<file path="src/rtl/leb_pkg.sv">
`default_nettype none

package leb_pkg;

    // line geometry
    localparam int LINE_CAPACITY = 64;
    localparam int ADDR_W        = (LINE_CAPACITY > 1) ? $clog2(LINE_CAPACITY) : 1;
    localparam int CNT_W         = 7;

    // key codes
    localparam logic [7:0] KEY_ENTER     = 8'd13;
    localparam logic [7:0] KEY_BACKSPACE = 8'd8;
    localparam logic [7:0] KEY_PREFIX    = 8'd224;
    localparam logic [7:0] EXT_RIGHT     = 8'd77;
    localparam logic [7:0] EXT_LEFT      = 8'd75;
    localparam logic [7:0] EXT_DELETE    = 8'd83;

    // decoded operation for the latched key
    typedef enum logic [2:0] {
        OP_RIGHT,
        OP_LEFT,
        OP_DELETE,
        OP_EXT_NOP,
        OP_ENTER,
        OP_PREFIX,
        OP_BKSP,
        OP_INSERT
    } op_t;

    typedef enum logic [2:0] {
        IDX_HOLD,
        IDX_CUR,
        IDX_CUR_M1,
        IDX_LEN,
        IDX_ZERO,
        IDX_INC,
        IDX_DEC
    } idx_op_t;

    typedef enum logic [1:0] {
        RD_IDX,
        RD_IDX_P1,
        RD_IDX_M1
    } rd_sel_t;

    typedef enum logic {
        WR_RDATA,
        WR_KEY
    } wr_sel_t;

    typedef enum logic [3:0] {
        ST_IDLE,
        ST_DECODE,
        ST_DEL_RD,
        ST_DEL_WR,
        ST_INS_RD,
        ST_INS_WR,
        ST_EMIT_RD,
        ST_EMIT_OUT,
        ST_STATUS
    } state_t;

    // controller -> datapath
    typedef struct packed {
        logic    load_key;
        logic    clr_ext;
        logic    set_ext;
        logic    set_applied;
        logic    cur_inc;
        logic    cur_dec;
        logic    len_inc;
        logic    len_dec;
        logic    len_clr;
        idx_op_t idx_op;
        logic    mem_rd;
        rd_sel_t rd_sel;
        logic    mem_wr;
        wr_sel_t wr_sel;
        logic    emit_status;
        logic    emit_char;
        logic    emit_empty;
    } dp_cmd_t;

    // datapath -> controller
    typedef struct packed {
        op_t  op;
        logic cur_lt_len;
        logic cur_gt_0;
        logic cur_le_len;
        logic len_lt_cap;
        logic len_zero;
        logic idx_p1_lt_len;
        logic idx_gt_cur;
        logic idx_last;
    } dp_status_t;

endpackage

`default_nettype wire

</file>
<file path="src/rtl/line_edit_buffer.sv">
`default_nettype none

// Terminal line editor: keeps one line of up to 64 characters and a cursor.
// Input: pulse start with key_byte while busy is low; the beat is taken at
// that edge and busy rises until the key is fully handled.
// Output: every result is a one-cycle beat marked by result_valid; there is
// no back-pressure, so the receiver must take each beat as it comes.
// Editing keys (insert, backspace, arrows, delete, prefix) give one status
// beat; enter gives one beat per character (is_last on the final one), or a
// single line_empty beat, then clears the line.
// Steps per key: latch the key, decode it, do any store shifting, then give
// the beat. Insert moves each char from the cursor to the end up one place,
// one store read and one store write per moved char, then writes the key.
// Delete/backspace move each char after the removed one down the same way.
// Enter reads and then drives each char in turn. A new key may be started
// in the cycle the last beat is shown.
// Reset clears length, cursor and the prefix flag; store contents are left
// as they are and are never read before being written.
module line_edit_buffer (
    input  wire logic       clk,
    input  wire logic       rst_n,
    input  wire logic       start,
    output logic            busy,
    input  wire logic [7:0] key_byte,
    output logic            result_valid,
    output logic            result_kind,
    output logic [7:0]      text_char,
    output logic [6:0]      cursor_pos,
    output logic [6:0]      line_len,
    output logic            edit_applied,
    output logic            line_empty,
    output logic            is_last
);
    import leb_pkg::*;

    dp_cmd_t    cmd;
    dp_status_t status;

    // sequencer: decodes the key and walks the shift / emit loops
    leb_ctrl u_ctrl (
        .clk    (clk),
        .rst_n  (rst_n),
        .start  (start),
        .busy   (busy),
        .status (status),
        .cmd    (cmd)
    );

    // line store, length/cursor/index counters, result registers
    leb_datapath u_dp (
        .clk          (clk),
        .rst_n        (rst_n),
        .key_byte     (key_byte),
        .cmd          (cmd),
        .status       (status),
        .result_valid (result_valid),
        .result_kind  (result_kind),
        .text_char    (text_char),
        .cursor_pos   (cursor_pos),
        .line_len     (line_len),
        .edit_applied (edit_applied),
        .line_empty   (line_empty),
        .is_last      (is_last)
    );

endmodule

`default_nettype wire

</file>
<file path="src/rtl/leb_datapath.sv">
`default_nettype none

module leb_datapath (
    input  wire logic                clk,
    input  wire logic                rst_n,
    input  wire logic [7:0]          key_byte,
    input  wire leb_pkg::dp_cmd_t    cmd,
    output leb_pkg::dp_status_t      status,
    output logic                     result_valid,
    output logic                     result_kind,
    output logic [7:0]               text_char,
    output logic [6:0]               cursor_pos,
    output logic [6:0]               line_len,
    output logic                     edit_applied,
    output logic                     line_empty,
    output logic                     is_last
);
    import leb_pkg::*;

    logic [7:0]       mem [LINE_CAPACITY];
    logic [7:0]       rdata_reg;
    logic [7:0]       key_reg;
    logic             ext_reg;
    logic             applied_reg;
    logic [CNT_W-1:0] len_reg, len_next;
    logic [CNT_W-1:0] cur_reg, cur_next;
    logic [CNT_W-1:0] idx_reg, idx_next;
    logic [CNT_W-1:0] rd_idx;
    logic [CNT_W-1:0] idx_p1;

    logic             valid_reg;
    logic             kind_reg;
    logic [7:0]       char_reg;
    logic [CNT_W-1:0] opos_reg;
    logic [CNT_W-1:0] olen_reg;
    logic             oapp_reg;
    logic             oempty_reg;
    logic             olast_reg;

    assign idx_p1 = idx_reg + CNT_W'(1);

    // key decode
    always_comb
    begin
        if (ext_reg)
        begin
            unique case (key_reg)
                EXT_RIGHT:  status.op = OP_RIGHT;
                EXT_LEFT:   status.op = OP_LEFT;
                EXT_DELETE: status.op = OP_DELETE;
                default:    status.op = OP_EXT_NOP;
            endcase
        end
        else
        begin
            unique case (key_reg)
                KEY_ENTER:     status.op = OP_ENTER;
                KEY_PREFIX:    status.op = OP_PREFIX;
                KEY_BACKSPACE: status.op = OP_BKSP;
                default:       status.op = OP_INSERT;
            endcase
        end
        status.cur_lt_len    = cur_reg < len_reg;
        status.cur_gt_0      = cur_reg != '0;
        status.cur_le_len    = cur_reg <= len_reg;
        status.len_lt_cap    = len_reg < CNT_W'(LINE_CAPACITY);
        status.len_zero      = len_reg == '0;
        status.idx_p1_lt_len = idx_p1 < len_reg;
        status.idx_gt_cur    = idx_reg > cur_reg;
        status.idx_last      = idx_p1 == len_reg;
    end

    always_comb
    begin
        len_next = len_reg;
        if (cmd.len_clr)
            len_next = '0;
        else if (cmd.len_inc)
            len_next = len_reg + CNT_W'(1);
        else if (cmd.len_dec)
            len_next = len_reg - CNT_W'(1);

        cur_next = cur_reg;
        if (cmd.len_clr)
            cur_next = '0;
        else if (cmd.cur_inc)
            cur_next = cur_reg + CNT_W'(1);
        else if (cmd.cur_dec)
            cur_next = cur_reg - CNT_W'(1);

        case (cmd.idx_op)
            IDX_CUR:    idx_next = cur_reg;
            IDX_CUR_M1: idx_next = cur_reg - CNT_W'(1);
            IDX_LEN:    idx_next = len_reg;
            IDX_ZERO:   idx_next = '0;
            IDX_INC:    idx_next = idx_p1;
            IDX_DEC:    idx_next = idx_reg - CNT_W'(1);
            default:    idx_next = idx_reg;
        endcase

        case (cmd.rd_sel)
            RD_IDX_P1: rd_idx = idx_p1;
            RD_IDX_M1: rd_idx = idx_reg - CNT_W'(1);
            default:   rd_idx = idx_reg;
        endcase
    end

    // control registers
    always_ff @(posedge clk or negedge rst_n)
    begin
        if (!rst_n)
        begin
            len_reg   <= '0;
            cur_reg   <= '0;
            ext_reg   <= 1'b0;
            valid_reg <= 1'b0;
        end
        else
        begin
            len_reg   <= len_next;
            cur_reg   <= cur_next;
            valid_reg <= cmd.emit_status | cmd.emit_char | cmd.emit_empty;
            if (cmd.set_ext)
                ext_reg <= 1'b1;
            else if (cmd.clr_ext)
                ext_reg <= 1'b0;
        end
    end

    // payload registers
    always_ff @(posedge clk)
    begin
        idx_reg <= idx_next;
        if (cmd.load_key)
        begin
            key_reg     <= key_byte;
            applied_reg <= 1'b0;
        end
        else if (cmd.set_applied)
            applied_reg <= 1'b1;

        if (cmd.emit_status)
        begin
            kind_reg   <= 1'b0;
            char_reg   <= 8'd0;
            opos_reg   <= cur_reg;
            olen_reg   <= len_reg;
            oapp_reg   <= applied_reg;
            oempty_reg <= 1'b0;
            olast_reg  <= 1'b1;
        end
        else if (cmd.emit_char)
        begin
            kind_reg   <= 1'b1;
            char_reg   <= rdata_reg;
            opos_reg   <= '0;
            olen_reg   <= '0;
            oapp_reg   <= 1'b1;
            oempty_reg <= 1'b0;
            olast_reg  <= status.idx_last;
        end
        else if (cmd.emit_empty)
        begin
            kind_reg   <= 1'b1;
            char_reg   <= 8'd0;
            opos_reg   <= '0;
            olen_reg   <= '0;
            oapp_reg   <= 1'b0;
            oempty_reg <= 1'b1;
            olast_reg  <= 1'b1;
        end
    end

    // line store: one write, one registered read
    always_ff @(posedge clk)
    begin
        if (cmd.mem_wr)
            mem[idx_reg[ADDR_W-1:0]] <= (cmd.wr_sel == WR_KEY) ? key_reg : rdata_reg;
        if (cmd.mem_rd)
            rdata_reg <= mem[rd_idx[ADDR_W-1:0]];
    end

    assign result_valid = valid_reg;
    assign result_kind  = kind_reg;
    assign text_char    = char_reg;
    assign cursor_pos   = opos_reg;
    assign line_len     = olen_reg;
    assign edit_applied = oapp_reg;
    assign line_empty   = oempty_reg;
    assign is_last      = olast_reg;

endmodule

`default_nettype wire

</file>
<file path="src/rtl/leb_ctrl.sv">
`default_nettype none

module leb_ctrl (
    input  wire logic                clk,
    input  wire logic                rst_n,
    input  wire logic                start,
    output logic                     busy,
    input  wire leb_pkg::dp_status_t status,
    output leb_pkg::dp_cmd_t         cmd
);
    import leb_pkg::*;

    state_t state_reg, state_next;

    always_ff @(posedge clk or negedge rst_n)
    begin
        if (!rst_n)
            state_reg <= ST_IDLE;
        else
            state_reg <= state_next;
    end

    always_comb
    begin
        cmd        = '0;
        state_next = state_reg;
        busy       = (state_reg != ST_IDLE);
        unique case (state_reg)
            ST_IDLE:
            begin
                if (start)
                begin
                    cmd.load_key = 1'b1;
                    state_next   = ST_DECODE;
                end
            end
            ST_DECODE:
            begin
                state_next = ST_STATUS;
                unique case (status.op)
                    OP_RIGHT:
                    begin
                        cmd.clr_ext = 1'b1;
                        if (status.cur_lt_len)
                        begin
                            cmd.cur_inc     = 1'b1;
                            cmd.set_applied = 1'b1;
                        end
                    end
                    OP_LEFT:
                    begin
                        cmd.clr_ext = 1'b1;
                        if (status.cur_gt_0)
                        begin
                            cmd.cur_dec     = 1'b1;
                            cmd.set_applied = 1'b1;
                        end
                    end
                    OP_DELETE:
                    begin
                        cmd.clr_ext = 1'b1;
                        if (status.cur_lt_len)
                        begin
                            cmd.idx_op      = IDX_CUR;
                            cmd.set_applied = 1'b1;
                            state_next      = ST_DEL_RD;
                        end
                    end
                    OP_EXT_NOP:
                        cmd.clr_ext = 1'b1;
                    OP_PREFIX:
                        cmd.set_ext = 1'b1;
                    OP_BKSP:
                    begin
                        if (status.cur_gt_0 && status.cur_le_len)
                        begin
                            cmd.idx_op      = IDX_CUR_M1;
                            cmd.cur_dec     = 1'b1;
                            cmd.set_applied = 1'b1;
                            state_next      = ST_DEL_RD;
                        end
                    end
                    OP_INSERT:
                    begin
                        if (status.len_lt_cap && status.cur_le_len)
                        begin
                            cmd.idx_op      = IDX_LEN;
                            cmd.set_applied = 1'b1;
                            state_next      = ST_INS_RD;
                        end
                    end
                    OP_ENTER:
                    begin
                        if (status.len_zero)
                        begin
                            cmd.emit_empty = 1'b1;
                            cmd.len_clr    = 1'b1;
                            state_next     = ST_IDLE;
                        end
                        else
                        begin
                            cmd.idx_op = IDX_ZERO;
                            state_next = ST_EMIT_RD;
                        end
                    end
                    default: state_next = ST_STATUS;
                endcase
            end
            // close the gap: store[idx] <= store[idx+1]
            ST_DEL_RD:
            begin
                if (status.idx_p1_lt_len)
                begin
                    cmd.mem_rd = 1'b1;
                    cmd.rd_sel = RD_IDX_P1;
                    state_next = ST_DEL_WR;
                end
                else
                begin
                    cmd.len_dec = 1'b1;
                    state_next  = ST_STATUS;
                end
            end
            ST_DEL_WR:
            begin
                cmd.mem_wr = 1'b1;
                cmd.wr_sel = WR_RDATA;
                cmd.idx_op = IDX_INC;
                state_next = ST_DEL_RD;
            end
            // open a gap: store[idx] <= store[idx-1], then key at cursor
            ST_INS_RD:
            begin
                if (status.idx_gt_cur)
                begin
                    cmd.mem_rd = 1'b1;
                    cmd.rd_sel = RD_IDX_M1;
                    state_next = ST_INS_WR;
                end
                else
                begin
                    cmd.mem_wr  = 1'b1;
                    cmd.wr_sel  = WR_KEY;
                    cmd.len_inc = 1'b1;
                    cmd.cur_inc = 1'b1;
                    state_next  = ST_STATUS;
                end
            end
            ST_INS_WR:
            begin
                cmd.mem_wr = 1'b1;
                cmd.wr_sel = WR_RDATA;
                cmd.idx_op = IDX_DEC;
                state_next = ST_INS_RD;
            end
            ST_EMIT_RD:
            begin
                cmd.mem_rd = 1'b1;
                cmd.rd_sel = RD_IDX;
                state_next = ST_EMIT_OUT;
            end
            ST_EMIT_OUT:
            begin
                cmd.emit_char = 1'b1;
                cmd.idx_op    = IDX_INC;
                if (status.idx_last)
                begin
                    cmd.len_clr = 1'b1;
                    state_next  = ST_IDLE;
                end
                else
                    state_next = ST_EMIT_RD;
            end
            ST_STATUS:
            begin
                cmd.emit_status = 1'b1;
                state_next      = ST_IDLE;
            end
            default: state_next = ST_IDLE;
        endcase
    end

endmodule

`default_nettype wire

</file>
<file path="config.mk">
export PLATFORM = sky130hd
export DESIGN_NAME = line_edit_buffer
export DESIGN_NICKNAME = d
export VERILOG_FILES = /design/src/rtl/leb_pkg.sv /design/src/rtl/line_edit_buffer.sv /design/src/rtl/leb_datapath.sv /design/src/rtl/leb_ctrl.sv
export SDC_FILE = /design/constraint.sdc
export NUM_CORES = 1
export LEC_CHECK = 0
export BUFFER_PORTS_ARGS = -buffer_cell sky130_fd_sc_hd__buf_2
export CAP_MARGIN = 5
export CORE_ASPECT_RATIO = 1.2
export CORE_UTILIZATION = 45
export DETAILED_ROUTE_END_ITERATION = 8
export GPL_TIMING_DRIVEN = 1
export SETUP_SLACK_MARGIN = 0.2
export SYNTH_ARGS = -nofsm -noshare
export SYNTH_HDL_FRONTEND = slang
export SYNTH_SLANG_ARGS = --single-unit
</file>
<file path="constraint.sdc">
create_clock -name clk -period 4.7 [get_ports clk]
set_input_delay 0.235 -clock clk [delete_from_list [all_inputs] [get_ports clk]]
set_output_delay 0.235 -clock clk [all_outputs]
set_load 0.005 [all_outputs]
</file>
==> results of run 1 <==
per-stage QoR:
stage / TNS, ps / utilization [%] / cells
after CTS: 0 / 55.2 / 2602
after global placement: -693 / 50.9 / 2480
after global routing: 0 / 56.2 / 2628
after detailed placement: -966 / 50.9 / 2480
final: 0 / 56.2 / 2628
after floorplan: 0 / - / 1579
final timing paths:
| check | start | to |
|---|---|---|
| min in group clk | key_byte[4] | u_dp.key_reg[4] |
| max in group asynchronous | rst_n | u_dp.cur_reg[3] |
| worst max register to register | u_dp.idx_reg[1] | u_dp.rdata_reg[0] |
| worst max-delay path | u_dp.idx_reg[1] | u_dp.rdata_reg[0] |
| worst min-delay path | rst_n | u_dp.result_valid |
| worst min register to register | u_dp.line_empty | u_dp.line_empty |
what timing repair did:
| item | in CTS | in global routing |
|---|---|---|
| resized for setup | 58 | 48 |
| hold buffers | 10 | 0 |
| setup endpoints to repair | 8 | 8 |
| pin swaps | 21 | 22 |
| setup buffers | 6 | 22 |
| hold endpoints to repair | 30 | 0 |
| cloned | 3 | 4 |
power groups by stage:
stage / combinational [W] / clock [W] / sequential (W)
after CTS: 0.00951 / 0.00452 / 0.00706
final: 0.0100 / 0.00445 / 0.00707
after detailed placement: 0.00886 / 0 / 0.00716
after global placement: 0.00873 / 0 / 0.00717
after floorplan: 0.00507 / 0 / 0.00709
after global routing: 0.0107 / 0.00470 / 0.00708
layout by cell type (no fill, tap or decap), types with 20 or more instances in the layout:
cell and count:
a21oi_1 35, and2_1 22, buf_12 24, buf_2 38, buf_4 217, clkbuf_16 60
dfrtp_1 20, edfxtp_1 550, ha_1 27, inv_1 29, mux2i_1 62, mux4_2 89
nand2_1 170, nand3_1 39, nor2_1 118
cell usage after synthesis (all sizes together) (7+ instances only):
master | instances | area [um2]
inv | 34 | 128
nand3 | 43 | 220
or3 | 7 | 43.8
a31oi | 14 | 87.6
clkbuf | 48 | 180
xor2 | 9 | 78.8
nor3 | 19 | 118
and3 | 11 | 68.8
dfrtp | 20 | 500
buf | 31 | 149
and2 | 28 | 175
mux2i | 67 | 671
mux2 | 8 | 90.1
dfxtp | 12 | 240
nand2b | 10 | 62.6
o32ai | 8 | 70.1
a21o | 12 | 90.1
a211oi | 17 | 128
nand4 | 12 | 75.1
o22ai | 7 | 43.8
o21ai | 19 | 98.9
a221oi | 17 | 149
a32oi | 14 | 123
mux4 | 89 | 2000
ha | 33 | 413
xnor2 | 8 | 70.1
nor2 | 122 | 458
a32o | 10 | 100
a21oi | 37 | 189
nand2 | 175 | 659
edfxtp | 550 | 16500
critical path, delay by kind of cell (launching register included):
kind	cells	cell delay, ps
AO/OA/AOI/OAI	6	1120
XOR/XNOR	1	260
adder cells (fa/ha/maj)	3	700
buffers and inverters	4	420
flip-flops	1	410
multiplexers	1	420
AND/OR/NAND/NOR	6	910
layer usage:
layer	routed length [um]	part of all wire (%)	global-route usage (%)	vias up
met1	25700	40	29.4	7700
met2	33000	51	40.8	512
met3	3380	5.2	2.96	127
met5	0	0	0	-
met4	2410	3.7	8.61	0
li1	-	-	-	6766
cell families after synthesis:
family | count (synthesis) | synth area share [%]
buffers and inverters | 113 | 1.85
flip-flops | 582 | 69.8
XOR/XNOR | 17 | 0.603
AND/OR/NAND/NOR | 464 | 8.74
multiplexers | 164 | 11.2
AO/OA/AOI/OAI | 205 | 6.03
adder cells (fa/ha/maj) | 34 | 1.75
layout make-up:
type	instances	area [um2]
clock inverter	33	332
fill	4240	23700
timing repair buffer	313	2790
clock buffer	70	1480
tap	712	891
multi-input combinational	884	7450
sequential	582	17300
inverter	34	128
==> results.yml, run 1 <==
sta:
  setup_repair_after_global_routing_missed_its_margin: "yes"
  period_needed_ps: 4450
  timing.final.crit_share_pct: 94.7
  setup_viol: 0
  timing.clock.skew_ps: 55.3
  fin_worst_hold_slack_ps: 115
  worst_pin_slew_ps: 969
  relSlewSlack_pct: 34.9
  max_clock_freq_ghz: 0.225
  timing.final.ws_setup_ps: 248
  finalHoldViolations: 0
  slew_violations: 0
final_layout:
  area_growth_pct: 22.7
  design.final.nets: 1917
  drive_above_1_share_pct: 29.7
  design_area_um2: 30300
  n_antenna_cell: 0
  largest_register_ffs: 512
worst_setup_path:
  critical_path_rt_ps: 5080
  crit_fanout: 6
  setup.worst_path.end_class: "register"
  rr_worst_depth: 21
  critical_path.cell_chain: "ha_4, buf_6, nand2_2, nor2_2, xor2_1, ha_1, nand4_1, inv_2, a221oi_2, and2_4, ha_4, or2_4, o21a_4, buf_12, buf_16, mux4_2, and2_1, a211oi_4, a31oi_1, o32ai_2, a211oi_1"
  crit_path_top_delay_cell: "mux4_2"
  timing.critical_path.from_type: "register"
  cp.arrival_ps: 4830
  crit_path_max_incr_delay_ps: 420
  criticalPathCategory: "reg2reg"
  reg2reg_setup_slack_ps: 250
  most_frequent_cell_on_the_critical_path: "ha_4"
power:
  share_comb_of_total_power_pct: 46.6
  power_frac_seq_pct: 32.8
  switchingPower_w: 0.00776
  vdd_drop_max_mv: 0.393
  leakage_nw: 10.7
  power.internal_w: 0.0138
  swShare_pct: 36.0
  clock_power_share_pct: 20.7
  power_w: 0.0216
  power-per-cell-area_nw_per_um2: 711
clock_tree:
  cts_root_buffer: "clkbuf_16"
  cts_tree: "yes"
  clock_slew_seen_by_the_registers_of_the_worst_setup_and_hold_paths_ps: 60
  cts.path.max_buffers: 3
  htree_num_levels: 2
  clk_latency_ps: 650
  cts.sinks: 582
  cts-buffers-inserted: 57
route:
  detail-route-antenna-nets: 0
  avgViaCountPerCell: 5.75
  drt_iter0_drc: 1420
  drtPass1Iterations: 5
  remaining_drc_errors: 0
  vias: 15100
  route.detailed.wl_per_inst_um: 24.6
  finalWirelength_mm: 64.5
synthesis:
  ys.warnings.count: 0
  synth_ff_type: "edfxtp_1"
  synth.ff_latch_count: 582
  synthArstFlopShare_pct: 3.44
  yosysSeqAreaShare_pct: 69.8
  syn-mean-instance-area_um2: 15.6
  mapped_cells: 1579
  synth.net_count: 1624
  synth_edf_count: 550
  synth.cell_area_um2: 24700
  synthDistinctLibCells: 70
placed_design:
  dp_worst_setup_slack_ps: -233
  port_buffers: 38
  dpl.hpwl_mm: 43.7
  gp_routability_congestion: 0.922
  dpl_cell_area_um2: 27500
status:
  outcome: "completed"
die:
  chipHeight_um: 259
  floorplan.die.width_um: 216
  pin_count: 39
  floorplan.initialDensity_pct: 45.8
  placeableCoreArea_um2: 54000
  fp.dieArea_um2: 55900
  core.rowCount: 93
job:
  cap_violations: 0
global_route:
  grt_usage_pct: 23.2
  grt.overflow.total: 0
  grt_pass1_wl_mm: 96.7
  grt_max_degree: 65
  number_of_global_route_vias_before_repair: 15400
  antenna_violations_before_repair: 0
min_path:
  min-delay-path-class: "in2async"
(Power assumes the default switching activity.)
==> inputs of run 2 (changes only) <==
--- a/config.mk
+++ b/config.mk
@@ -14,4 +14,5 @@
 export SETUP_SLACK_MARGIN = 0.2
 export SYNTH_ARGS = -nofsm -noshare
 export SYNTH_HDL_FRONTEND = slang
+export SYNTH_HIERARCHICAL = 1
 export SYNTH_SLANG_ARGS = --single-unit
==> results.yml, run 2 <==
worst_setup_path:
  cp_top_family: "compound AO/OA/AOI/OAI gates"
  critical_path.cell_chain: "inv_2, ha_4, ha_4, nor2b_4, o21ai_2, nand2b_1, a21oi_2, nor2b_1, o21ai_1, nand2b_1, a21oi_2, and4b_2, inv_2, ha_4, o21bai_4, o21a_4, buf_4, buf_4, buf_6, buf_16, buf_4, mux4_2, a221oi_4, a221oi_2"
  cp.arrival_ps: 4980
  setup.worst_path.end_class: "register"
  critical_path_rt_ps: 5060
  crit_fanout: 6
  timing.critical_path.from_type: "register"
  crit_path_top_delay_cell: "mux4_2"
  timing.critical_path.from: "u_dp/idx_reg[1]"
  crit_path_max_incr_delay_ps: 470
  worstPathBufferInverterCount: 7
  rr_startpoint: "u_dp/idx_reg[1]"
  criticalPathCategory: "reg2reg"
synthesis:
  synthMostInstantiatedCell: "edfxtp_1"
  top_area_cells_in_the_synthesized_netlist: "edfxtp_1 (65%), mux4_2 (7.9%), nand2_1 (3.1%)"
  yosysSeqAreaShare_pct: 68.1
  synth.cell_area_um2: 25300
  synth_largest_area_cell: "edfxtp_1"
  synth_edf_count: 550
  mapped_cells: 1722
  ys.warnings.count: 6
  synth_top_area_share_pct: 65.2
  synthDistinctLibCells: 80
  synth.ff_latch_count: 582
  synth.top_cells.by_count: "edfxtp_1 (550), nand2_1 (206), nor2_1 (134)"
  synth.net_count: 1767
  syn-mean-instance-area_um2: 14.7
  synth_ff_type: "edfxtp_1"
  synthArstFlopShare_pct: 3.44
global_route:
  antenna_violations_before_repair: 2
  grt_max_degree: 65
  grt_usage_pct: 25.1
  grt_pass1_wl_mm: 105
  number_of_global_route_vias_before_repair: 16100
  grt.overflow.total: 0
route:
  wl_met2_mm: 35.8
  routed-wl-met3_mm: 4.75
  detail_route.wirelength.met1_mm: 27.3
  highest-signal-layer: "met4"
  avgViaCountPerCell: 5.85
  finalWirelength_mm: 71.3
  detail-route-antenna-nets: 0
  drtPass1Iterations: 6
  remaining_drc_errors: 0
  vias: 16200
  route.detailed.wl_per_inst_um: 25.7
  drt_iter0_drc: 1689
placed_design:
  dp_worst_setup_slack_ps: -122
  port_buffers: 38
  dpl.hpwl_mm: 47.4
  gp_routability_congestion: 0.916
  dpl_cell_area_um2: 27800
power:
  power-per-cell-area_nw_per_um2: 738
  leakage_nw: 11.0
  vdd_drop_max_mv: 0.494
die:
  floorplan.initialDensity_pct: 45.9
  fp.dieArea_um2: 57300
  pin_count: 39
  floorplan.die.width_um: 219
  core.rowCount: 94
  chipHeight_um: 262
  placeableCoreArea_um2: 55300
clock_tree:
  cts.sinks: 582
  clock_slew_seen_by_the_registers_of_the_worst_setup_and_hold_paths_ps: 70
  cts_root_buffer: "clkbuf_16"
  clk_latency_ps: 630
  cts_tree: "yes"
  cts.path.max_buffers: 3
  htree_num_levels: 2
  cts-buffers-inserted: 58
sta:
  timing.clock.skew_ps: 25.8
  setup_viol: 0
  max_clock_freq_ghz: 0.216
  slew_violations: 0
  timing.final.ws_setup_ps: 77.6
  setup_repair_after_global_routing_missed_its_margin: "yes"
  finalHoldViolations: 0
  period_needed_ps: 4620
  timing.final.crit_share_pct: 98.3
  relSlewSlack_pct: 17.1
  worst_pin_slew_ps: 1230
  final.setup.tns_ps: 0
final_layout:
  largest_register_ffs: 512
  area_growth_pct: 22.8
  final_core_util_pct: 56.3
  n_antenna_cell: 0
  design_area_um2: 31100
  final_common_cell: "edfxtp_1"
  most-common-layout-cells: "edfxtp_1 (550), buf_4 (237), nand2_1 (201)"
  design.final.nets: 2057
  drive_above_1_share_pct: 29.8
job:
  cap_violations: 0
status:
  outcome: "completed"
min_path:
  min-delay-path-class: "in2async"
## run 2: where the power goes
part	internal [W]	switching, W	leakage [nW]
Sequential	0.00663	0.000216	5.32
Clock	0.00258	0.00197	0.897
Combinational	0.00521	0.00637	4.77
Total	0.0144	0.00855	11.0
## run 2: worst paths after layout
check | cells past startpoint | endpoint | slack (ps)
setup / recovery | 24 | u_dp/rdata_reg[7] | 80
hold / removal | 2 | u_dp/len_reg[4] | 120
setup reg to reg | 24 | u_dp/rdata_reg[7] | 80
hold reg to reg | 2 | u_dp/result_kind | 490
max in group asynchronous | 2 | u_dp/ext_reg | 4220
min in group clk | 3 | u_dp/applied_reg | 190
## run 2: final cells by class
cell class | instances | area (um2)
well taps | 720 | 901
clock buffers | 64 | 1470
fillers | 4377 | 24200
multi-input cells | 999 | 7890
repair buffers | 340 | 3100
clock inverters | 40 | 375
inverters | 31 | 118
flip-flops and latches | 582 | 17300
## run 2: kinds of logic after synthesis
| family | count (synthesis) | share of synthesized area (%) |
|---|---|---|
| AND/OR/NAND/NOR | 586 | 10.9 |
| flip-flops | 582 | 68.1 |
| AO/OA/AOI/OAI | 218 | 5.80 |
| buffers and inverters | 141 | 2.75 |
| multiplexers | 139 | 10.0 |
| adder cells (fa/ha/maj) | 34 | 1.71 |
| XOR/XNOR | 22 | 0.760 |
## run 2: per-layer routing
layer  vias to the layer above  GRT usage (%)
met5                         -              0
met4                         0           12.2
met3                       153           4.04
met2                       657           43.2
met1                      8221           31.0
li1                       7203              -
## run 2: metrics by stage
stage | std cells | hold WS [ps] | power, W
final | 2776 | 117 | 0.0230
after global routing | 2776 | 170 | 0.0239
after CTS | 2736 | 110 | 0.0220
after detailed placement | 2586 | 242 | 0.0165
after global placement | 2586 | 236 | 0.0165
after floorplan | 1722 | -60.6 | 0.0127
## run 2: what timing repair did
action                                  in CTS  in global routing
gates cloned                                 5                  4
setup buffers                               32                 36
hold buffers                                 9                  0
gates resized for setup                     48                 68
hold endpoints to repair                    28                  0
endpoints found under the setup margin       8                  8
pin swaps                                   27                 40
